[config.mk]
export PLATFORM = sky130hd
export DESIGN_NAME = sum_formula_tokenizer_top
export DESIGN_NICKNAME = d
export VERILOG_FILES = /design/src/rtl/core/sft_pkg.sv /design/src/rtl/core/sft_front.sv /design/src/rtl/core/sft_back.sv /design/src/rtl/core/sft_outq.sv /design/src/rtl/core/sum_formula_tokenizer_top.sv
export SDC_FILE = /design/constraint.sdc
export NUM_CORES = 1
export LEC_CHECK = 0
export ABC_AREA = 1
export ABC_CLOCK_PERIOD_IN_PS = 7700
export BUFFER_PORTS_ARGS = -buffer_cell sky130_fd_sc_hd__buf_2
export CORE_MARGIN = 3
export CORE_UTILIZATION = 35
export DETAILED_ROUTE_END_ITERATION = 16
export MAX_ROUTING_LAYER = met4
export SETUP_SLACK_MARGIN = 0.05
export SLEW_MARGIN = 40
export SYNTH_ARGS = -nofsm -noshare
export SYNTH_HDL_FRONTEND = slang
export SYNTH_SLANG_ARGS = --single-unit
[constraint.sdc]
create_clock -name clk -period 7.7 [get_ports clk]
set_input_delay 1.155 -clock clk [delete_from_list [all_inputs] [get_ports clk]]
set_output_delay 1.155 -clock clk [all_outputs]
set_load 0.02 [all_outputs]
[src/rtl/core/sft_pkg.sv]
// Shared types, constants and helper functions of the sum formula tokenizer.
package sft_pkg;

  localparam logic [3:0] MAX_SYMBOL_CHARS = 4'd8;
  localparam logic [7:0] MAX_ELEMENTS     = 8'd255;

  // Queue depths are powers of two so that the pointers wrap on their own.
  localparam int FQ_DEPTH = 4;
  localparam int FQ_AW    = $clog2(FQ_DEPTH);
  localparam int FQ_CW    = $clog2(FQ_DEPTH + 1);
  localparam int OQ_DEPTH = 4;
  localparam int OQ_AW    = $clog2(OQ_DEPTH);
  localparam int OQ_CW    = $clog2(OQ_DEPTH + 1);

  typedef enum logic [2:0] {
    CLS_DIGIT,
    CLS_UPPER,
    CLS_LOWER,
    CLS_PUNCT,
    CLS_ILLEGAL
  } char_cls_t;

  typedef enum logic [2:0] {
    PH_START,
    PH_PUNCT,
    PH_PDIG,
    PH_PTAIL,
    PH_LET,
    PH_CNT
  } phase_t;

  typedef enum logic [2:0] {
    ERR_NONE,
    ERR_PREFIX,
    ERR_ZERO,
    ERR_EMPTY,
    ERR_ILLEGAL,
    ERR_OVERFLOW
  } err_t;

  typedef struct packed {
    logic [7:0] ch;
    char_cls_t  cls;
    logic       last;
  } item_t;

  typedef struct packed {
    logic  valid;
    item_t item;
  } head_t;

  typedef struct packed {
    logic [63:0] sym;
    logic [3:0]  len;
    logic [23:0] cnt;
    logic [7:0]  idx;
    err_t        err;
    logic        eof;
  } result_t;

  typedef struct packed {
    logic [1:0] n;
    result_t    first;
    result_t    second;
  } push_t;

  function automatic logic [63:0] sym_put(logic [63:0] s, logic [2:0] pos, logic [7:0] c);
    return s | ({56'd0, c} << {pos, 3'b000});
  endfunction

  function automatic result_t token(logic [63:0] s, logic [3:0] len, logic [23:0] cnt,
                                    logic [7:0] idx);
    result_t r;
    r.sym = s;
    r.len = len;
    r.cnt = cnt;
    r.idx = idx;
    r.err = ERR_NONE;
    r.eof = 1'b0;
    return r;
  endfunction

endpackage

[src/rtl/core/sft_front.sv]
// Front end: classifies incoming characters and queues them for the tokenizer core.
module sft_front import sft_pkg::*; (
  input  logic       clk,
  input  logic       rst_n,
  input  logic       push,
  input  logic [7:0] in_ch,
  input  logic       in_last,
  output logic       full,
  output head_t      head,
  input  logic       head_pop
);

  item_t            mem [FQ_DEPTH];
  logic [FQ_AW-1:0] wp_r, wp_nxt, rp_r, rp_nxt;
  logic [FQ_CW-1:0] cnt_r, cnt_nxt;
  char_cls_t        cls;
  logic             wr_ok, rd_ok;

  always_comb begin
    if (in_ch inside {[8'd48:8'd57]}) begin
      cls = CLS_DIGIT;
    end else if (in_ch inside {[8'd65:8'd90]}) begin
      cls = CLS_UPPER;
    end else if (in_ch inside {[8'd97:8'd122]}) begin
      cls = CLS_LOWER;
    end else if (in_ch inside {[8'd33:8'd47], [8'd58:8'd64], [8'd91:8'd96],
                               [8'd123:8'd126]}) begin
      cls = CLS_PUNCT;
    end else begin
      cls = CLS_ILLEGAL;
    end
  end

  assign full       = (cnt_r == FQ_CW'(FQ_DEPTH));
  assign wr_ok      = push && !full;
  assign rd_ok      = head_pop && head.valid;
  assign head.valid = (cnt_r != '0);
  assign head.item  = mem[rp_r];

  always_comb begin
    wp_nxt  = wr_ok ? wp_r + FQ_AW'(1) : wp_r;
    rp_nxt  = rd_ok ? rp_r + FQ_AW'(1) : rp_r;
    cnt_nxt = cnt_r + FQ_CW'(wr_ok) - FQ_CW'(rd_ok);
  end

  always_ff @(posedge clk) begin
    if (wr_ok) begin
      mem[wp_r] <= '{ch: in_ch, cls: cls, last: in_last};
    end
  end

  always_ff @(posedge clk) begin
    if (!rst_n) begin
      wp_r  <= '0;
      rp_r  <= '0;
      cnt_r <= '0;
    end else begin
      wp_r  <= wp_nxt;
      rp_r  <= rp_nxt;
      cnt_r <= cnt_nxt;
    end
  end

endmodule

[src/rtl/core/sft_back.sv]
// Tokenizer core: formula state machine, one character per cycle when room is high.
module sft_back import sft_pkg::*; (
  input  logic  clk,
  input  logic  rst_n,
  input  head_t head,
  output logic  head_pop,
  input  logic  room,
  output push_t push_o
);

  phase_t      phase_r, phase_nxt;
  logic [63:0] sym_r, sym_nxt;
  logic [3:0]  len_r, len_nxt;
  logic [23:0] cnt_r, cnt_nxt;
  logic [7:0]  elem_r, elem_nxt;
  err_t        err_r, err_nxt;

  function automatic err_t latch_err(err_t cur, err_t code);
    err_t r;
    r = cur;
    if (cur == ERR_NONE) begin
      r = code;
    end
    return r;
  endfunction

  // The core only moves when the result queue can take two results.
  assign head_pop = head.valid && room;

  always_comb begin
    logic [7:0]  c;
    char_cls_t   cls;
    logic        redo;
    logic        temit;
    logic [27:0] cnt_w;
    result_t     res0, res1, tt;
    logic [1:0]  n;

    c         = head.item.ch;
    cls       = head.item.cls;
    redo      = 1'b0;
    temit     = 1'b0;
    cnt_w     = '0;
    res0      = '0;
    res1      = '0;
    tt        = '0;
    n         = 2'd0;
    phase_nxt = phase_r;
    sym_nxt   = sym_r;
    len_nxt   = len_r;
    cnt_nxt   = cnt_r;
    elem_nxt  = elem_r;
    err_nxt   = err_r;

    // Character pass.
    if (err_nxt == ERR_NONE) begin
      case (phase_r)
        PH_PUNCT: begin
          if (cls == CLS_DIGIT) begin
            if (len_nxt >= MAX_SYMBOL_CHARS) begin
              err_nxt = latch_err(err_nxt, ERR_OVERFLOW);
            end else begin
              sym_nxt   = sym_put(sym_nxt, len_nxt[2:0], c);
              len_nxt   = len_nxt + 4'd1;
              phase_nxt = PH_PDIG;
            end
          end else begin
            // A lone punctuation mark is dropped and the character starts afresh.
            sym_nxt   = '0;
            len_nxt   = '0;
            phase_nxt = PH_START;
            redo      = 1'b1;
          end
        end
        PH_PDIG: begin
          if (len_nxt >= MAX_SYMBOL_CHARS) begin
            err_nxt = latch_err(err_nxt, ERR_OVERFLOW);
          end else begin
            sym_nxt = sym_put(sym_nxt, len_nxt[2:0], c);
            len_nxt = len_nxt + 4'd1;
            if (cls != CLS_DIGIT) begin
              phase_nxt = PH_PTAIL;
            end
          end
        end
        PH_PTAIL: begin
          if (cls != CLS_UPPER && cls != CLS_LOWER) begin
            err_nxt = latch_err(err_nxt, ERR_PREFIX);
          end else if (len_nxt >= MAX_SYMBOL_CHARS) begin
            err_nxt = latch_err(err_nxt, ERR_OVERFLOW);
          end else begin
            sym_nxt   = sym_put(sym_nxt, len_nxt[2:0], c);
            len_nxt   = len_nxt + 4'd1;
            phase_nxt = PH_LET;
          end
        end
        PH_LET: begin
          case (cls)
            CLS_UPPER: begin
              if (elem_nxt >= MAX_ELEMENTS) begin
                err_nxt = latch_err(err_nxt, ERR_OVERFLOW);
              end else begin
                elem_nxt = elem_nxt + 8'd1;
                res0     = token(sym_nxt, len_nxt, 24'd1, elem_nxt);
                n        = 2'd1;
                sym_nxt  = {56'd0, c};
                len_nxt  = 4'd1;
              end
            end
            CLS_LOWER: begin
              if (len_nxt >= MAX_SYMBOL_CHARS) begin
                err_nxt = latch_err(err_nxt, ERR_OVERFLOW);
              end else begin
                sym_nxt = sym_put(sym_nxt, len_nxt[2:0], c);
                len_nxt = len_nxt + 4'd1;
              end
            end
            CLS_DIGIT: begin
              cnt_nxt   = {20'd0, c[3:0]};
              phase_nxt = PH_CNT;
            end
            default: begin
              if (elem_nxt >= MAX_ELEMENTS) begin
                err_nxt = latch_err(err_nxt, ERR_OVERFLOW);
              end else begin
                elem_nxt  = elem_nxt + 8'd1;
                res0      = token(sym_nxt, len_nxt, 24'd1, elem_nxt);
                n         = 2'd1;
                sym_nxt   = '0;
                len_nxt   = '0;
                phase_nxt = PH_START;
                redo      = 1'b1;
              end
            end
          endcase
        end
        PH_CNT: begin
          if (cls == CLS_DIGIT) begin
            cnt_w = {1'b0, cnt_nxt, 3'b000} + {3'b000, cnt_nxt, 1'b0} + {24'd0, c[3:0]};
            if (cnt_w[27:24] != 4'd0) begin
              err_nxt = latch_err(err_nxt, ERR_OVERFLOW);
            end
            cnt_nxt = cnt_w[23:0];
          end else if (cnt_nxt == 24'd0) begin
            err_nxt = latch_err(err_nxt, ERR_ZERO);
          end else if (elem_nxt >= MAX_ELEMENTS) begin
            err_nxt = latch_err(err_nxt, ERR_OVERFLOW);
          end else begin
            elem_nxt  = elem_nxt + 8'd1;
            res0      = token(sym_nxt, len_nxt, cnt_nxt, elem_nxt);
            n         = 2'd1;
            sym_nxt   = '0;
            len_nxt   = '0;
            cnt_nxt   = '0;
            phase_nxt = PH_START;
            redo      = 1'b1;
          end
        end
        default: begin
          redo = 1'b1;
        end
      endcase

      // Token start, also reached when a finished token hands its character on.
      if (redo) begin
        if (cls == CLS_PUNCT) begin
          sym_nxt   = {56'd0, c};
          len_nxt   = 4'd1;
          phase_nxt = PH_PUNCT;
        end else if (cls == CLS_UPPER || cls == CLS_LOWER) begin
          sym_nxt   = {56'd0, c};
          len_nxt   = 4'd1;
          phase_nxt = PH_LET;
        end else begin
          err_nxt = latch_err(err_nxt, ERR_ILLEGAL);
        end
      end
    end

    // Closing pass on the final character.
    if (head.item.last) begin
      if (err_nxt == ERR_NONE) begin
        case (phase_nxt)
          PH_PUNCT: begin
          end
          PH_PDIG, PH_PTAIL: begin
            err_nxt = latch_err(err_nxt, ERR_PREFIX);
          end
          PH_LET: begin
            if (elem_nxt >= MAX_ELEMENTS) begin
              err_nxt = latch_err(err_nxt, ERR_OVERFLOW);
            end else begin
              elem_nxt = elem_nxt + 8'd1;
              tt       = token(sym_nxt, len_nxt, 24'd1, elem_nxt);
              temit    = 1'b1;
            end
          end
          PH_CNT: begin
            if (cnt_nxt == 24'd0) begin
              err_nxt = latch_err(err_nxt, ERR_ZERO);
            end else if (elem_nxt >= MAX_ELEMENTS) begin
              err_nxt = latch_err(err_nxt, ERR_OVERFLOW);
            end else begin
              elem_nxt = elem_nxt + 8'd1;
              tt       = token(sym_nxt, len_nxt, cnt_nxt, elem_nxt);
              temit    = 1'b1;
            end
          end
          default: begin
          end
        endcase
      end

      if (temit) begin
        if (n == 2'd0) begin
          res0 = tt;
        end else begin
          res1 = tt;
        end
        n = n + 2'd1;
      end

      if (err_nxt == ERR_NONE && elem_nxt == 8'd0) begin
        err_nxt = ERR_EMPTY;
      end

      if (err_nxt == ERR_NONE && n != 2'd0) begin
        if (n == 2'd1) begin
          res0.eof = 1'b1;
        end else begin
          res1.eof = 1'b1;
        end
      end else begin
        tt     = '0;
        tt.idx = elem_nxt;
        tt.err = err_nxt;
        tt.eof = 1'b1;
        if (n == 2'd0) begin
          res0 = tt;
        end else begin
          res1 = tt;
        end
        n = n + 2'd1;
      end

      phase_nxt = PH_START;
      sym_nxt   = '0;
      len_nxt   = '0;
      cnt_nxt   = '0;
      elem_nxt  = '0;
      err_nxt   = ERR_NONE;
    end

    push_o.n      = head_pop ? n : 2'd0;
    push_o.first  = res0;
    push_o.second = res1;
  end

  always_ff @(posedge clk) begin
    if (!rst_n) begin
      phase_r <= PH_START;
      sym_r   <= '0;
      len_r   <= '0;
      cnt_r   <= '0;
      elem_r  <= '0;
      err_r   <= ERR_NONE;
    end else if (head_pop) begin
      phase_r <= phase_nxt;
      sym_r   <= sym_nxt;
      len_r   <= len_nxt;
      cnt_r   <= cnt_nxt;
      elem_r  <= elem_nxt;
      err_r   <= err_nxt;
    end
  end

endmodule

[src/rtl/core/sft_outq.sv]
// Result queue: takes up to two results per cycle and hands them out one at a time.
module sft_outq import sft_pkg::*; (
  input  logic    clk,
  input  logic    rst_n,
  input  push_t   push_i,
  output logic    room,
  input  logic    pop,
  output logic    empty,
  output result_t head
);

  result_t          mem [OQ_DEPTH];
  logic [OQ_AW-1:0] wp_r, wp_nxt, rp_r, rp_nxt;
  logic [OQ_CW-1:0] cnt_r, cnt_nxt;
  logic             rd_ok;

  assign room  = (cnt_r <= OQ_CW'(OQ_DEPTH - 2));
  assign empty = (cnt_r == '0);
  assign rd_ok = pop && !empty;
  assign head  = mem[rp_r];

  always_comb begin
    wp_nxt  = wp_r + OQ_AW'(push_i.n);
    rp_nxt  = rd_ok ? rp_r + OQ_AW'(1) : rp_r;
    cnt_nxt = cnt_r + OQ_CW'(push_i.n) - OQ_CW'(rd_ok);
  end

  always_ff @(posedge clk) begin
    if (push_i.n != 2'd0) begin
      mem[wp_r] <= push_i.first;
    end
    if (push_i.n == 2'd2) begin
      mem[wp_r + OQ_AW'(1)] <= push_i.second;
    end
  end

  always_ff @(posedge clk) begin
    if (!rst_n) begin
      wp_r  <= '0;
      rp_r  <= '0;
      cnt_r <= '0;
    end else begin
      wp_r  <= wp_nxt;
      rp_r  <= rp_nxt;
      cnt_r <= cnt_nxt;
    end
  end

endmodule

[src/rtl/core/sum_formula_tokenizer_top.sv]
// Top level of the chemical sum formula tokenizer.
//
// Characters of a formula enter through a queue-like port: a request is taken
// at a clock edge where push is high and full is low; in_last marks the final
// character of a formula. Each element found comes out as one result with its
// symbol text, length, atom count and index; the final character also closes
// the formula, either by flagging its own token with out_end_of_formula or by
// an extra end result that carries the element total and any error code.
// Results are read like a queue: while empty is low the oldest result is on
// the out_ ports, and it is taken at an edge where pop is high.
// A result passes through the input queue and the result queue before it is taken.
// The core takes one character per cycle whenever the result queue has room
// for two results, so the sustained rate is one character per cycle as long
// as results are drained as fast as they are made; a character that yields
// two results needs two pops. A four-entry queue in front lets the
// sender keep pushing while results wait. A stalled receiver fills the result
// queue, then the input queue, and full rises; nothing is lost.
// Synchronous reset clears both queues and the parser state.
module sum_formula_tokenizer_top import sft_pkg::*; (
  input  logic        clk,
  input  logic        rst_n,
  input  logic        push,
  input  logic [7:0]  in_ch,
  input  logic        in_last,
  output logic        full,
  output logic        empty,
  input  logic        pop,
  output logic [63:0] out_symbol_bytes,
  output logic [3:0]  out_symbol_len,
  output logic [23:0] out_atom_count,
  output logic [7:0]  out_element_index,
  output logic [2:0]  out_error_code,
  output logic        out_end_of_formula
);

  head_t   head;
  logic    head_pop;
  logic    room;
  push_t   res_push;
  result_t res_head;

  sft_front u_front (
    .clk      (clk),
    .rst_n    (rst_n),
    .push     (push),
    .in_ch    (in_ch),
    .in_last  (in_last),
    .full     (full),
    .head     (head),
    .head_pop (head_pop)
  );

  sft_back u_back (
    .clk      (clk),
    .rst_n    (rst_n),
    .head     (head),
    .head_pop (head_pop),
    .room     (room),
    .push_o   (res_push)
  );

  sft_outq u_outq (
    .clk    (clk),
    .rst_n  (rst_n),
    .push_i (res_push),
    .room   (room),
    .pop    (pop),
    .empty  (empty),
    .head   (res_head)
  );

  assign out_symbol_bytes   = res_head.sym;
  assign out_symbol_len     = res_head.len;
  assign out_atom_count     = res_head.cnt;
  assign out_element_index  = res_head.idx;
  assign out_error_code     = res_head.err;
  assign out_end_of_formula = res_head.eof;

endmodule

==> impl_metrics.py <==
metrics = {
    "timing": {
        "fmax_mhz": 141,
        "worst_pin_slew_ps": 876,
        "rsz0062_at_grt": "no",
        "setup_viol": 0,
        "hold_viol_final": 0,
        "relSlewSlack": 0.412,
        "fin_skew_ps": 23.6,
        "period_needed_ps": 7070,
        "timing.final.ws_setup_ps": 629,
        "period_share": 0.918,
        "slew_viol_final": 0,
        "fin_tns_setup_ps": 0,
    },
    "logic_synthesis": {
        "synth-xor-area-share": 0.00366,
        "synthFlopType": "edfxtp_1",
        "ys_seq_area_frac": 0.457,
        "synth_edf_count": 464,
        "synth_area_per_cell_um2": 7.61,
        "synth_compound_area_frac": 0.171,
        "synth_fa_ha_area_frac": 0.0249,
        "syn_area_um2": 35900,
        "async_flop_share": 0,
        "synth_top_family_by_area": "simple AND/OR/NAND/NOR gates",
        "synth-simple-area-share": 0.235,
        "muxShareOfSynthArea": 0,
        "synthDistinctLibCells": 62,
        "synthCells": 4723,
        "yosys_warnings": 0,
        "synth-seq-cells": 588,
        "syn_nets": 4805,
    },
    "clocking": {
        "cts_resized": 0,
        "cts_root_buf": "clkbuf_16",
        "cts_made_buffers": 66,
        "cts_sinks": 588,
        "clk_pin_slew_worst_paths_ps": 60,
        "cts_setup_buffers": 0,
        "tritoncts": "built",
        "h-tree-depth": 3,
        "worstSkewPairLatency_ps": 630,
        "clockBufferDepth": 3,
        "ctsHoldBuffers": 0,
    },
    "global_routing": {
        "grt_max_degree": 128,
        "grt_overflow": 0,
        "first_global_vias": 30200,
        "antenna_found_initial": 4,
        "gr-usage-all-layers": 0.213,
        "grt_pass1_wl_um": 177000,
    },
    "worst_setup_path": {
        "max_stage_delay_ps": 640,
        "r2r_slack_ps": 630,
        "startpoint_type": "flip-flop",
        "crit_path_frequent_cell": "nand2_1",
        "cp-end-kind": "flip-flop",
        "cp.required_ps": 8190,
        "worst_path_max_delay_cell": "o21ai_0",
        "path_max_fanout": 84,
        "arrival_ps": 7560,
        "r2r_end": "u_outq.mem[1][7]",
        "path_class": "flip-flop to flip-flop",
        "reg2regPathDepth": 35,
    },
    "pwr": {
        "p_leak_nw": 16.9,
        "p_per_area_nw_per_um2": 386,
        "ir_drop_mv": 0.590,
    },
    "die": {
        "start_util": 0.356,
        "core_um2": 101000,
        "die_h_um": 326,
        "die_w_um": 326,
        "dieArea_um2": 107000,
        "ioPinCount": 119,
        "num_rows": 116,
    },
    "min_path": {
        "hold_depth": 2,
        "hold_path_class": "flip-flop to flip-flop",
        "min_to": "u_front.rp_r[1]",
        "hold_start": "u_front.rp_r[1]",
    },
    "place": {
        "pre_cts_slack_ps": 820,
        "port_buffers": 118,
        "globalplace.congestion": 0.935,
        "hpwlAfterDp_um": 69300,
    },
    "layout": {
        "fillerInstances": 10400,
        "fin_nets": 4765,
        "area_growth_pct": 10.7,
        "drive_gt1_frac": 0.0845,
        "post-route-util": 0.394,
    },
    "drt": {
        "drt_wl_total_um": 114000,
        "wl_met3_um": 7850,
        "drtIter0Drc": 3568,
        "drtPass1Iterations": 9,
        "vias": 32600,
        "wl_met2_um": 53700,
        "wl_met1_um": 49800,
        "antenna_left": 0,
        "drc": 0,
        "wl_per_cell_um": 18.7,
        "top_layer": "met4",
        "via_per_inst": 5.36,
    },
    "job": {
        "max-cap-violations": 0,
    },
    "run_status": {
        "status": "finished clean",
    },
}
how the worst max path moves through the flow:
stage | end | slack [ps] | from | cells after the start
final | u_outq.mem[1][7] | 630 | flip-flop | 35
after global routing | u_outq.mem[1][7] | 130 | flip-flop | 35
after CTS | u_outq.mem[1][7] | 760 | flip-flop | 35
after detailed placement | u_outq.mem[3][90] | 820 | flip-flop | 37
after global placement | u_outq.mem[3][7] | 720 | flip-flop | 35
after floorplan | u_outq.mem[3][0] | 210 | flip-flop | 40
registers in the layout, summed over array words and instances (netlist names), 3 cells and up, named ones only:
signal / count
u_front.cnt_r: 3
u_back.len_r: 4
u_back.sym_r: 64
u_front.mem: 48
u_back.phase_r: 3
u_back.err_r: 3
u_back.elem_r: 8
u_outq.cnt_r: 3
u_outq.mem: 416
u_back.cnt_r: 24
worst max-delay path, delay by kind of cell, from the launching register on:
family / cells / cell delay, ps
AO/OA/AOI/OAI: 1 / 640
adder cells (fa/ha/maj): 4 / 1270
AND/OR/NAND/NOR: 26 / 3370
buffers and inverters: 4 / 1040
flip-flops: 1 / 590
cell families after synthesis:
family          after synthesis
xor+xnor                     15
flops                       588
simple gates               2022
compound gates             1100
buf+inv                     929
fa+ha+maj                    69
cell type report:
type                            instances  area, µm²  area share
Clock buffer                           83       1760      0.0442
Timing Repair Buffer                  197       1380      0.0348
Sequential cell                       588      16400       0.413
Antenna cell                            4       10.0    0.000252
Tap cell                             1357       1700      0.0427
Multi-Input combinational cell       3206      15800       0.396
Clock inverter                         35        367     0.00922
Inverter                              624       2360      0.0594
cells in the final DEF, fill, tap and decap left out, types with 19 or more instances in the layout:
cell type / synthesis / final
a21oi_1: 319 / 319
a31oi_1: 21 / 21
buf_2: 26 / 118
buf_4: 24 / 59
clkbuf_16: 0 / 67
clkinv_1: 7 / 20
dfxtp_1: 124 / 122
edfxtp_1: 464 / 464
ha_1: 65 / 65
inv_1: 591 / 589
inv_2: 25 / 24
nand2_1: 1229 / 1223
nand2_2: 17 / 19
nand3_1: 155 / 154
nand4_1: 107 / 107
nor2_1: 407 / 400
nor3_1: 43 / 43
nor4_1: 19 / 19
o211ai_1: 19 / 19
o21ai_0: 494 / 494
o221ai_1: 27 / 27
o22ai_1: 120 / 120
o32ai_1: 27 / 21
synthesized netlist by cell type, types with 14 or more instances:
cell | instances | area, µm²
nand2_1 | 1229 | 4610
inv_1 | 591 | 2220
o21ai_0 | 494 | 2470
edfxtp_1 | 464 | 13900
nor2_1 | 407 | 1530
a21oi_1 | 319 | 1600
clkbuf_1 | 207 | 777
nand3_1 | 155 | 776
dfxtp_1 | 124 | 2480
o22ai_1 | 120 | 751
nand4_1 | 107 | 669
ha_1 | 65 | 813
nor3_1 | 43 | 215
buf_6 | 39 | 439
o221ai_1 | 27 | 236
o32ai_1 | 27 | 236
buf_2 | 26 | 130
inv_2 | 25 | 93.8
buf_4 | 24 | 180
a31oi_1 | 21 | 131
nor4_1 | 19 | 119
o211ai_1 | 19 | 143
nand2_2 | 17 | 106
o31ai_1 | 14 | 105
per-stage QoR:
step                hold WS, ps  std cells  instance area (µm²)  total power [mW]
detailed placement          459       5972                37600              12.1
CTS                         468       6090                39700              15.3
finish                      461       6094                39800              15.3
floorplan                   436       4723                35900              9.63
global route                486       6094                39800              16.2
global placement            452       5970                37500              12.0
power by group:
group	internal (mW)	leakage (nW)	total (mW)	switching [mW]
registers	4.33	5.03	4.55	0.223
logic	1.80	10.9	7.61	5.81
clock network	1.83	1.02	3.17	1.34
routing by layer:
| layer | GRT usage | vias up |
|---|---|---|
| met3 | 0.0301 | 202 |
| li1 | - | 15800 |
| met5 | - | - |
| met1 | 0.282 | 15500 |
| met4 | 0.0599 | 0 |
| met2 | 0.340 | 1191 |
Note: power is estimated with default switching activity, not from simulation.
